==> src/design/lpft_pkg.sv <==
// ----------------------------------------------------------------------------
// lpft_pkg
// Shared constants, codes and types of the linear-probe fingerprint table.
// ----------------------------------------------------------------------------
package lpft_pkg;

    localparam int TABLE_DEPTH = 4096;
    localparam int ADDR_W      = $clog2(TABLE_DEPTH);

    localparam int KEY_W    = 64;
    localparam int VAL_W    = 64;
    localparam int STATUS_W = 3;

    // capacity register
    localparam int CAP_W     = 13;
    localparam int CAP_RESET = 4096;

    // probe position / probe count compare width
    localparam int CMP_W = ((ADDR_W > CAP_W) ? ADDR_W : CAP_W) + 1;

    // splitmix64
    localparam logic [KEY_W-1:0] MIX_C1 = 64'h9E3779B97F4A7C15;
    localparam logic [KEY_W-1:0] MIX_C2 = 64'hBF58476D1CE4E5B9;
    localparam logic [KEY_W-1:0] MIX_C3 = 64'h94D049BB133111EB;
    localparam int MIX_S1 = 30;
    localparam int MIX_S2 = 27;
    localparam int MIX_S3 = 31;

    // remainder unit: dividend width and bits retired per cycle
    localparam int DIV_W     = 32;
    localparam int MOD_BITS  = 4;
    localparam int MOD_STEPS = DIV_W / MOD_BITS;
    localparam int MOD_CNT_W = $clog2(MOD_STEPS);

    localparam logic FUNC_INSERT = 1'b0;
    localparam logic FUNC_FIND   = 1'b1;

    typedef enum logic [STATUS_W-1:0] {
        ST_INSERTED  = 3'd0,
        ST_DUPLICATE = 3'd1,
        ST_FOUND     = 3'd2,
        ST_NOT_FOUND = 3'd3,
        ST_FULL      = 3'd4
    } status_t;

    typedef enum logic [2:0] {
        CS_IDLE,
        CS_HASH,
        CS_MOD,
        CS_PROBE,
        CS_OUT
    } core_state_t;

    typedef enum logic [1:0] {
        PR_CLEAR,
        PR_IDLE,
        PR_CHECK
    } probe_state_t;

    typedef struct packed {
        logic             used;
        logic [KEY_W-1:0] fp;
        logic [VAL_W-1:0] val;
    } slot_t;

    typedef struct packed {
        logic              func;
        logic [KEY_W-1:0]  fp;
        logic [VAL_W-1:0]  val;
        logic [ADDR_W-1:0] pos;
    } probe_req_t;

    typedef struct packed {
        status_t          status;
        logic [VAL_W-1:0] value;
    } probe_rsp_t;

endpackage

==> src/design/lpft_mod.sv <==
// ----------------------------------------------------------------------------
// lpft_mod
// Restoring remainder unit: 32-bit dividend mod capacity, MOD_BITS per cycle.
// ----------------------------------------------------------------------------
module lpft_mod (
    input  logic                        clk,
    input  logic                        rst_n,
    input  logic                        start,
    input  logic [lpft_pkg::DIV_W-1:0]  dividend,
    input  logic [lpft_pkg::CAP_W-1:0]  cap,
    output logic                        done,
    output logic [lpft_pkg::ADDR_W-1:0] rem
);
    import lpft_pkg::*;

    logic                 busy_reg;
    logic                 done_reg;
    logic [MOD_CNT_W-1:0] cnt_reg;
    logic [DIV_W-1:0]     quo_reg;
    logic [CAP_W-1:0]     rem_reg;
    logic [CAP_W-1:0]     rem_next;

    // remainder stays below cap, so one compare-subtract per bit suffices
    always_comb
    begin
        logic [CAP_W:0] t;
        rem_next = rem_reg;
        for (int i = 0; i < MOD_BITS; i++)
        begin
            t = {rem_next, quo_reg[DIV_W-1-i]};
            if (t >= {1'b0, cap})
            begin
                t = t - {1'b0, cap};
            end
            rem_next = t[CAP_W-1:0];
        end
    end

    always_ff @(posedge clk or negedge rst_n)
    begin
        if (!rst_n)
        begin
            busy_reg <= 1'b0;
            done_reg <= 1'b0;
            cnt_reg  <= '0;
        end
        else
        begin
            done_reg <= 1'b0;
            if (start)
            begin
                busy_reg <= 1'b1;
                cnt_reg  <= '0;
            end
            else if (busy_reg)
            begin
                cnt_reg <= cnt_reg + MOD_CNT_W'(1);
                if (cnt_reg == MOD_CNT_W'(MOD_STEPS - 1))
                begin
                    busy_reg <= 1'b0;
                    done_reg <= 1'b1;
                end
            end
        end
    end

    always_ff @(posedge clk)
    begin
        if (start)
        begin
            quo_reg <= dividend;
            rem_reg <= '0;
        end
        else if (busy_reg)
        begin
            quo_reg <= quo_reg << MOD_BITS;
            rem_reg <= rem_next;
        end
    end

    assign done = done_reg;
    assign rem  = ADDR_W'(rem_reg);

endmodule

==> config.mk <==
export PLATFORM = sky130hd
export DESIGN_NAME = lpft_mod
export DESIGN_NICKNAME = d
export VERILOG_FILES = /design/src/design/lpft_pkg.sv /design/src/design/lpft_mod.sv
export SDC_FILE = /design/constraint.sdc
export NUM_CORES = 1
export LEC_CHECK = 0
export BUFFER_PORTS_ARGS = -buffer_cell sky130_fd_sc_hd__buf_2
export CORE_ASPECT_RATIO = 2
export CORE_MARGIN = 5
export CORE_UTILIZATION = 31
export DETAILED_ROUTE_END_ITERATION = 10
export PLACE_DENSITY = 0.49
export SETUP_SLACK_MARGIN = 0.2
export SLEW_MARGIN = 10
export SYNTH_ARGS = -nofsm -noshare
export SYNTH_HDL_FRONTEND = slang
export SYNTH_SLANG_ARGS = --single-unit
==> constraint.sdc <==
create_clock -name clk -period 10.8 [get_ports clk]
set_input_delay 1.62 -clock clk [delete_from_list [all_inputs] [get_ports clk]]
set_output_delay 1.62 -clock clk [all_outputs]
set_load 0.01 [all_outputs]
==> run_results.csv <==
group,metric,value,unit
global_route,antenna_found_initial,0,
timing,period_minus_slack,10220,ps
synth,syn_nets,639,
synth,synth_top_family_by_area,"compound AO/OA/AOI/OAI gates",
timing,skew,7.14,ps
synth,syn_inst,533,
synth,yosysMostFrequentCell,"ha_1",
finish,layout-drive-gt1-share,0.386,
timing,fin_crit_sh,0.946,
routing,final_antenna_net_count,0,
floorplan,num_rows,66,
finish,final_cells,867,
global_route,grt_pass1_vias,5119,
synth,ys.flop_type,"edfxtp_1",
finish,nets,768,
floorplan,core,0.0164,mm^2
critical_path,critical_path_class,"input port to flop",
synth,synth_edf_count,32,
finish,antennaDiodeCount,0,
place,dpl_worst_slack,-95.6,ps
place,placed_cells,850,
finish,largest_reg_flops,32,
synth,synth_seq_cells,50,
synth,synth-compound-area-share,0.188,
routing,routed_wl,17.5,mm
routing,viasPerCell,5.44,
timing,maxSlewViolCount,0,
synth,synth.area.mux_share,0.150,
critical_path,critPathCaptureType,"flop",
critical_path,cp.arrival,10370,ps
synth,ys_types,73,
critical_path,required,10950,ps
critical_path,slowest_delay,500,ps
critical_path,worstSetupStartpointType,"input port",
clock_network,cts_buffers,5,
timing,clock.fmax,97.9,MHz
place,dp_hpwl,14.6,mm
floorplan,die-area,0.0195,mm^2
timing,final_hold_viol_count,0,
synth,ys_top_cells_by_count,"ha_1, mux2_2, nor2_1",
global_route,grt_use_total,0.181,
synth,synth_xor_area_frac,0.0696,
routing,drc,0,
finish,area_growth,26.7,%
synth,synthSimpleGateAreaFrac,0.131,
clock_network,clkLatencyLatePin,300,ps
finish,utilization,0.400,
timing,worst_slew_pin_slew,908,ps
synth,synth_top_area_cell,"edfxtp_1",
timing,worst_slack,581,ps
clock_network,cts_tree,"yes",
critical_path,critical_path.most_common_cell,"buf_4",
finish,regArea,0.00135,mm^2
synth,seq_area_frac_synth,0.261,
timing,setup_viol,0,
place,io_buffers,60,
clock_network,h-tree-depth,2,
synth,avgSynthCellArea,9.68,um^2
routing,wl_per_cell,20.2,um
place,gp_congestion,1.00,
synth,ys_warn_count,0,
routing,first_pass_iters,5,
synth,synth_area_leaders,"edfxtp_1, ha_1, mux2_2",
global_route,grt_pass1_wl,26.7,mm
job,drv_cap,0,
timing,slew_headroom,0.393,
finish,nFillCells,1647,
synth,synth_fa_ha_area_frac,0.146,
clock_network,cts_root_buf,"clkbuf_16",
global_route,grt_max_degree,44,
floorplan,start_util,0.316,
global_route,overflow,0,
run_status,outcome,"finished, final reports clean",
floorplan,die_w,101,um
critical_path,crit_path_top_delay_cell,"or4_1",
clock_network,clockBufferDepth,2,
synth,synth_top_area_share,0.186,
finish,multiInputGateArea,0.00369,mm^2
clock_network,clk_pin_slew,80,ps
clock_network,ctsHoldBuffers,0,
synth,syn_area,0.00516,mm^2
timing,tns,0,ps
routing,drt_iter0_markers,180,
routing,vias,4716,
timing,grt_setup_unrepaired,"no",
floorplan,io_pins,61,
min_path,hold_path_class,"flop to flop",
synth,async_flop_share,0.100,
clock_network,clock_sinks,50,
floorplan,die_h,192,um
critical_path,crit_path_max_fanout,12,
[logic make-up after synthesis]
group,after synthesis
buf+inv,55
mux,66
simple gates,133
xor+xnor,41
compound gates,130
fa+ha+maj,58
flops,50
[what timing repair did]
action / 4_1_cts / 5_1_grt
pin swaps: 0 / 8
setup buffers: 0 / 8
cloned: 0 / 1
setup endpoints to repair: 6 / 13
gates resized for setup: 1 / 34
[stage by stage]
stage	hold WS, ps	instance area, um^2
2_1_floorplan	470	5160
3_3_place_gp	509	6140
3_5_place_dp	533	6140
4_1_cts	550	6300
5_1_grt	572	6530
6_report	535	6530
[worst paths after layout]
kind / from / endpoint / slack [ps] / depth (start not counted)
setup reg to reg: quo_reg[31] / rem_reg[4] / 1450 / 42
max in group asynchronous: rst_n / cnt_reg[1] / 9540 / 1
hold / removal: cnt_reg[1] / cnt_reg[1] / 540 / 2
min in group asynchronous: rst_n / busy_reg / 1120 / 1
setup / recovery: cap[0] / rem_reg[4] / 580 / 42
hold reg to reg: cnt_reg[1] / cnt_reg[1] / 540 / 2
[cell type report]
type / instances / area share
clock inverter: 3 / 0.00440
multi-input combinational: 429 / 0.565
sequential: 50 / 0.206
timing repair buffer: 147 / 0.150
clock buffer: 5 / 0.0191
inverter: 29 / 0.0167
tap: 204 / 0.0391
[cells in the final DEF, fill, tap and decap left out, drive strengths merged, types with 4 or more instances in the layout]
master / count
dfxtp: 13
dfrtp: 5
nand3: 7
mux2i: 10
nor3: 14
nor2b: 12
o31a: 4
o211ai: 4
nand2b: 5
o21a: 14
mux2: 56
fa: 4
xnor2: 29
a21oi: 30
xor2: 12
buf: 147
nor2: 38
ha: 54
or2: 7
o21ai: 24
a32oi: 6
nand2: 20
o31ai: 6
nand4: 12
inv: 31
a21o: 8
and2: 8
a211oi: 9
clkbuf: 5
edfxtp: 32
[critical path, delay by kind of cell]
family	cells	cell delay, ps
compound gates	16	2790
fa+ha+maj	5	1340
buf+inv	7	960
mux	4	1140
simple gates	10	2500
[per-layer routing]
metal	track usage	wire, um	vias up
li1	-	-	2232
met5	0	0	-
met3	0.0199	502	67
met2	0.364	10100	147
met1	0.158	5640	2270
met4	0.126	1270	0
Power is left out: the tool's default activity adds up to more than one toggle a clock period on the data nets, which glitch-free logic cannot reach.
