**src/design/lpft_pkg.sv**
```systemverilog
// ----------------------------------------------------------------------------
// lpft_pkg
// Shared constants, codes and types of the linear-probe fingerprint table.
// ----------------------------------------------------------------------------
package lpft_pkg;

    localparam int TABLE_DEPTH = 4096;
    localparam int ADDR_W      = $clog2(TABLE_DEPTH);

    localparam int KEY_W    = 64;
    localparam int VAL_W    = 64;
    localparam int STATUS_W = 3;

    // capacity register
    localparam int CAP_W     = 13;
    localparam int CAP_RESET = 4096;

    // probe position / probe count compare width
    localparam int CMP_W = ((ADDR_W > CAP_W) ? ADDR_W : CAP_W) + 1;

    // splitmix64
    localparam logic [KEY_W-1:0] MIX_C1 = 64'h9E3779B97F4A7C15;
    localparam logic [KEY_W-1:0] MIX_C2 = 64'hBF58476D1CE4E5B9;
    localparam logic [KEY_W-1:0] MIX_C3 = 64'h94D049BB133111EB;
    localparam int MIX_S1 = 30;
    localparam int MIX_S2 = 27;
    localparam int MIX_S3 = 31;

    // remainder unit: dividend width and bits retired per cycle
    localparam int DIV_W     = 32;
    localparam int MOD_BITS  = 4;
    localparam int MOD_STEPS = DIV_W / MOD_BITS;
    localparam int MOD_CNT_W = $clog2(MOD_STEPS);

    localparam logic FUNC_INSERT = 1'b0;
    localparam logic FUNC_FIND   = 1'b1;

    typedef enum logic [STATUS_W-1:0] {
        ST_INSERTED  = 3'd0,
        ST_DUPLICATE = 3'd1,
        ST_FOUND     = 3'd2,
        ST_NOT_FOUND = 3'd3,
        ST_FULL      = 3'd4
    } status_t;

    typedef enum logic [2:0] {
        CS_IDLE,
        CS_HASH,
        CS_MOD,
        CS_PROBE,
        CS_OUT
    } core_state_t;

    typedef enum logic [1:0] {
        PR_CLEAR,
        PR_IDLE,
        PR_CHECK
    } probe_state_t;

    typedef struct packed {
        logic             used;
        logic [KEY_W-1:0] fp;
        logic [VAL_W-1:0] val;
    } slot_t;

    typedef struct packed {
        logic              func;
        logic [KEY_W-1:0]  fp;
        logic [VAL_W-1:0]  val;
        logic [ADDR_W-1:0] pos;
    } probe_req_t;

    typedef struct packed {
        status_t          status;
        logic [VAL_W-1:0] value;
    } probe_rsp_t;

endpackage

```
**src/design/lpft_hash.sv**
```systemverilog
// ----------------------------------------------------------------------------
// lpft_hash
// splitmix64 on one shared 32x32 multiplier; each 64-bit product mod 2^64 is
// built from low*low, then the two cross terms into the upper half.
// ----------------------------------------------------------------------------
module lpft_hash (
    input  logic                       clk,
    input  logic                       rst_n,
    input  logic                       start,
    input  logic [lpft_pkg::KEY_W-1:0] key_word,
    output logic                       done,
    output logic [lpft_pkg::KEY_W-1:0] fp
);
    import lpft_pkg::*;

    localparam int HALF = KEY_W / 2;

    logic             busy_reg;
    logic             pass_reg;
    logic             done_reg;
    logic [1:0]       step_reg;
    logic [KEY_W-1:0] a_reg;
    logic [KEY_W-1:0] acc_reg;
    logic [KEY_W-1:0] prod_reg;
    logic [KEY_W-1:0] fp_reg;

    logic [KEY_W-1:0] k0;
    logic [KEY_W-1:0] mul_b;
    logic [HALF-1:0]  mul_x;
    logic [HALF-1:0]  mul_y;
    logic [KEY_W-1:0] mul_p;
    logic [HALF-1:0]  acc_hi_sum;
    logic [KEY_W-1:0] prod_sum;

    assign k0    = key_word + MIX_C1;
    assign mul_b = pass_reg ? MIX_C3 : MIX_C2;

    always_comb
    begin
        case (step_reg)
            2'd0:
            begin
                mul_x = a_reg[HALF-1:0];
                mul_y = mul_b[HALF-1:0];
            end
            2'd1:
            begin
                mul_x = a_reg[HALF-1:0];
                mul_y = mul_b[KEY_W-1:HALF];
            end
            default:
            begin
                mul_x = a_reg[KEY_W-1:HALF];
                mul_y = mul_b[HALF-1:0];
            end
        endcase
    end

    assign mul_p      = KEY_W'(mul_x) * KEY_W'(mul_y);
    // cross terms only reach the upper half of the truncated product
    assign acc_hi_sum = acc_reg[KEY_W-1:HALF] + prod_reg[HALF-1:0];
    assign prod_sum   = {acc_hi_sum, acc_reg[HALF-1:0]};

    always_ff @(posedge clk or negedge rst_n)
    begin
        if (!rst_n)
        begin
            busy_reg <= 1'b0;
            pass_reg <= 1'b0;
            done_reg <= 1'b0;
            step_reg <= 2'd0;
        end
        else
        begin
            done_reg <= 1'b0;
            if (start)
            begin
                busy_reg <= 1'b1;
                pass_reg <= 1'b0;
                step_reg <= 2'd0;
            end
            else if (busy_reg)
            begin
                step_reg <= step_reg + 2'd1;
                if (step_reg == 2'd3)
                begin
                    if (!pass_reg)
                    begin
                        pass_reg <= 1'b1;
                    end
                    else
                    begin
                        busy_reg <= 1'b0;
                        done_reg <= 1'b1;
                    end
                end
            end
        end
    end

    always_ff @(posedge clk)
    begin
        if (start)
        begin
            a_reg <= k0 ^ (k0 >> MIX_S1);
        end
        else if (busy_reg)
        begin
            case (step_reg)
                2'd0:
                begin
                    prod_reg <= mul_p;
                end
                2'd1:
                begin
                    acc_reg  <= prod_reg;
                    prod_reg <= mul_p;
                end
                2'd2:
                begin
                    acc_reg[KEY_W-1:HALF] <= acc_hi_sum;
                    prod_reg              <= mul_p;
                end
                default:
                begin
                    if (!pass_reg)
                    begin
                        a_reg <= prod_sum ^ (prod_sum >> MIX_S2);
                    end
                    else
                    begin
                        fp_reg <= prod_sum ^ (prod_sum >> MIX_S3);
                    end
                end
            endcase
        end
    end

    assign done = done_reg;
    assign fp   = fp_reg;

endmodule

```
**config.mk**
```make
export PLATFORM = sky130hd
export DESIGN_NAME = lpft_hash
export DESIGN_NICKNAME = d
export VERILOG_FILES = /design/src/design/lpft_pkg.sv /design/src/design/lpft_hash.sv
export SDC_FILE = /design/constraint.sdc
export NUM_CORES = 2
export LEC_CHECK = 0
export BUFFER_PORTS_ARGS = -buffer_cell sky130_fd_sc_hd__buf_4
export CORE_MARGIN = 2
export CORE_UTILIZATION = 25
export CTS_BUF_LIST = sky130_fd_sc_hd__clkbuf_16
export DETAILED_ROUTE_END_ITERATION = 16
export GPL_TIMING_DRIVEN = 0
export SLEW_MARGIN = 20
export SYNTH_ARGS = -nofsm -noshare
export SYNTH_HDL_FRONTEND = slang
export SYNTH_SLANG_ARGS = --single-unit
```
**constraint.sdc**
```tcl
create_clock -name clk -period 24.8 [get_ports clk]
set_input_delay 1.24 -clock clk [delete_from_list [all_inputs] [get_ports clk]]
set_output_delay 1.24 -clock clk [all_outputs]
set_load 0.05 [all_outputs]
```
==> results.md <==
* Synth warn at 0
* Clk slew on worst S/H paths at about 0.070 ns
* Synthesized area at ~43,000 sq um
* Syn Nets at 5,422
* Total wire length at between 150,000 and 200,000 um
* Gr usage total at 18.7%
* DRC violations left at 0
* Async SR Flop Fraction at 1.92%
* Fmax at ~77 MHz
* Share of cells above drive strength 1 at 7.15%
* Gate Count Post-Synth at between 4,000 and 5,000
* RSZ-0062 raised after global routing: no
* Vias per cell at around 4.7
* Worst setup EP type: flip-flop
* DR iter-0 viols at 3,310
* CP max FO at 10
* Top FF cell, synth: edfxtp_1
* Vias at 31,100
* Flops & latches, synth at 261
* DIE AREA at 174,000 sq um
* Routed length per placed instance at 24.9 um
* Synth area leaders: fa_1 38%, edfxtp_1 18%, ha_1 11%
* Final count of negative-setup-slack endpoints at 0
* Die span in x at approximately 420 um
* Sequential fraction of the synthesis area at a little under a fifth
* First-pass GRT wire length at 234,000 um
* Starting Density at 25.1%
* CP required at ~25 ns
* Post-synth EDFFs at 256
* Most frequent CP cell: fa_1
* Final hold viol count at 0
* Fill cells at around 18,000
* # nets final at 5,589
* Hold buffer count at CTS at 0
* Max Slew Vio Count at 0
* Top post-synthesis cells by count: 1,054 x inv_1, 812 x fa_1, 377 x ha_1, 312 x nor2_1, 256 x edfxtp_1
* IO Count at between 100 and 150
* Hold Crit Class: primary input to async pin
* Crit-path max cell delay at 0.81 ns
* Y dimension of the die at 417 um
* Post-synth cell types at 82
* Core Region at around 170,000 sq um
* Data arrival, critical path at 13.33 ns
* CP max stage cell: mux2i_1
* Initial antenna violation count at 11
* Largest net degree at the start of global routing at 32
* Yosys top cell area share at 38.2%
* Mapped Avg Cell Area at 10.2 sq um
* Dominant cell type by area after synthesis: fa_1
* Max H-tree Level at 1
* Max-Cap Viols at 0
* IO Port Bufs at 129
* Final worst path period need at 13.03 ns
* Area delta synth->final at 11.6%
* Slew @ Worst Pin at 1.29 ns
* Sum of negative setup slack at 0 ns
* Row cnt at 151
* Clock buffer count from CTS at 25
* CTS Buffer Depth at 3
* Seq. cell area at 7810 sq um
* Final Cycle Share at 52.6%
* Router iterations before antenna repair at 6
* Clock skew at 0.0210 ns
* CTS Root Cell: clkbuf_16
* Final HPWL DP at 144,000 um
* Clock tree sinks at around 260
* Routability congestion estimate at 1.02
* Vias in the first global route at 32,500
* Status: finished, final reports clean
* # Post-CTS Setup Buffers at 0
* CTS tree: built
* Startpoint class of the critical path: flip-flop
* Insertion delay to the later sink of the worst-skew pair at approximately 0.56 ns
* Total global routing overflow at 0
* Multi-input gate area at 30,500 sq um
* CTS resizes at 0
* Setup CP Type: flip-flop to flip-flop
* Worst slew margin at 13.7%
* Cell with the most instances after synthesis: inv_1
* ANT nets after route at 0
## metal layers
metal,track usage (%),vias to the layer above,wire length (um)
li1,-,13200,-
met1,25.3,16000,67800
met2,29.4,1488,73600
met3,2.87,326,12900
met4,8.73,0,9430
met5,0,-,0
## layout by cell type (no fill, tap or decap), types with 63 or more instances in the layout
cell type / n
a21o_1: 64
a21oi_1: 161
buf_4: 129
clkbuf_1: 90
edfxtp_1: 256
fa_1: 812
ha_1: 377
inv_1: 1056
mux2_2: 63
nand2_1: 250
nor2_1: 308
o21ai_0: 82
xnor2_1: 137
xor2_1: 108
## through the flow
step | area (sq um) | hold WS [ns] | utilization (%) | setup WS (ns) | std cells
6_report | 47500 | 0.490 | 28.1 | 11.77 | 6571
3_5_place_dp | 46600 | 0.511 | 27.5 | 12.08 | 6524
4_1_cts | 47500 | 0.477 | 28.0 | 11.99 | 6569
5_1_grt | 47500 | 0.479 | 28.0 | 11.53 | 6569
2_1_floorplan | 42600 | 0.431 | - | 15.24 | 4166
3_3_place_gp | 46300 | 0.523 | 27.4 | 11.68 | 6513
## worst paths after layout
path                                end  cells after the start        start  slack, ns
max                        prod_reg[61]                     35  step_reg[1]      11.77
min                         step_reg[0]                      1        rst_n       0.49
max reg2reg                prod_reg[61]                     35  step_reg[1]      11.77
min reg2reg                  acc_reg[2]                      0  prod_reg[2]       0.53
max in group asynchronous   step_reg[1]                      1        rst_n      24.19
min in group clk             acc_reg[2]                      0  prod_reg[2]       0.53
## cell families after synthesis
family / Yosys count / share of synthesized area [%]
fa+ha+maj: 1189 / 49.3
buf+inv: 1160 / 10.3
simple gates: 785 / 8.22
compound gates: 444 / 6.67
flops: 261 / 18.4
xor+xnor: 249 / 5.19
mux: 78 / 2.02
## layout make-up
cell class	instances	area share (%)
plain buffers	104	0.859
diodes	2	0.0105
flip-flops and latches	261	16.5
repair buffers	140	2.55
clock buffers	25	1.32
multi-input cells	2745	64.1
clock inverters	20	0.474
well taps	2218	5.84
inverters	1056	8.35
## critical path: cells and delay by family, from the launching register on
| kind | cells | cell delay (ns) |
|---|---|---|
| compound gates | 11 | 3.36 |
| fa+ha+maj | 10 | 4.70 |
| buf+inv | 10 | 2.64 |
| flops | 1 | 0.42 |
| mux | 1 | 0.81 |
| simple gates | 3 | 0.78 |
Power is not shown: default switching activity piles up to over one toggle a cycle in this logic, so the estimate is an artifact.
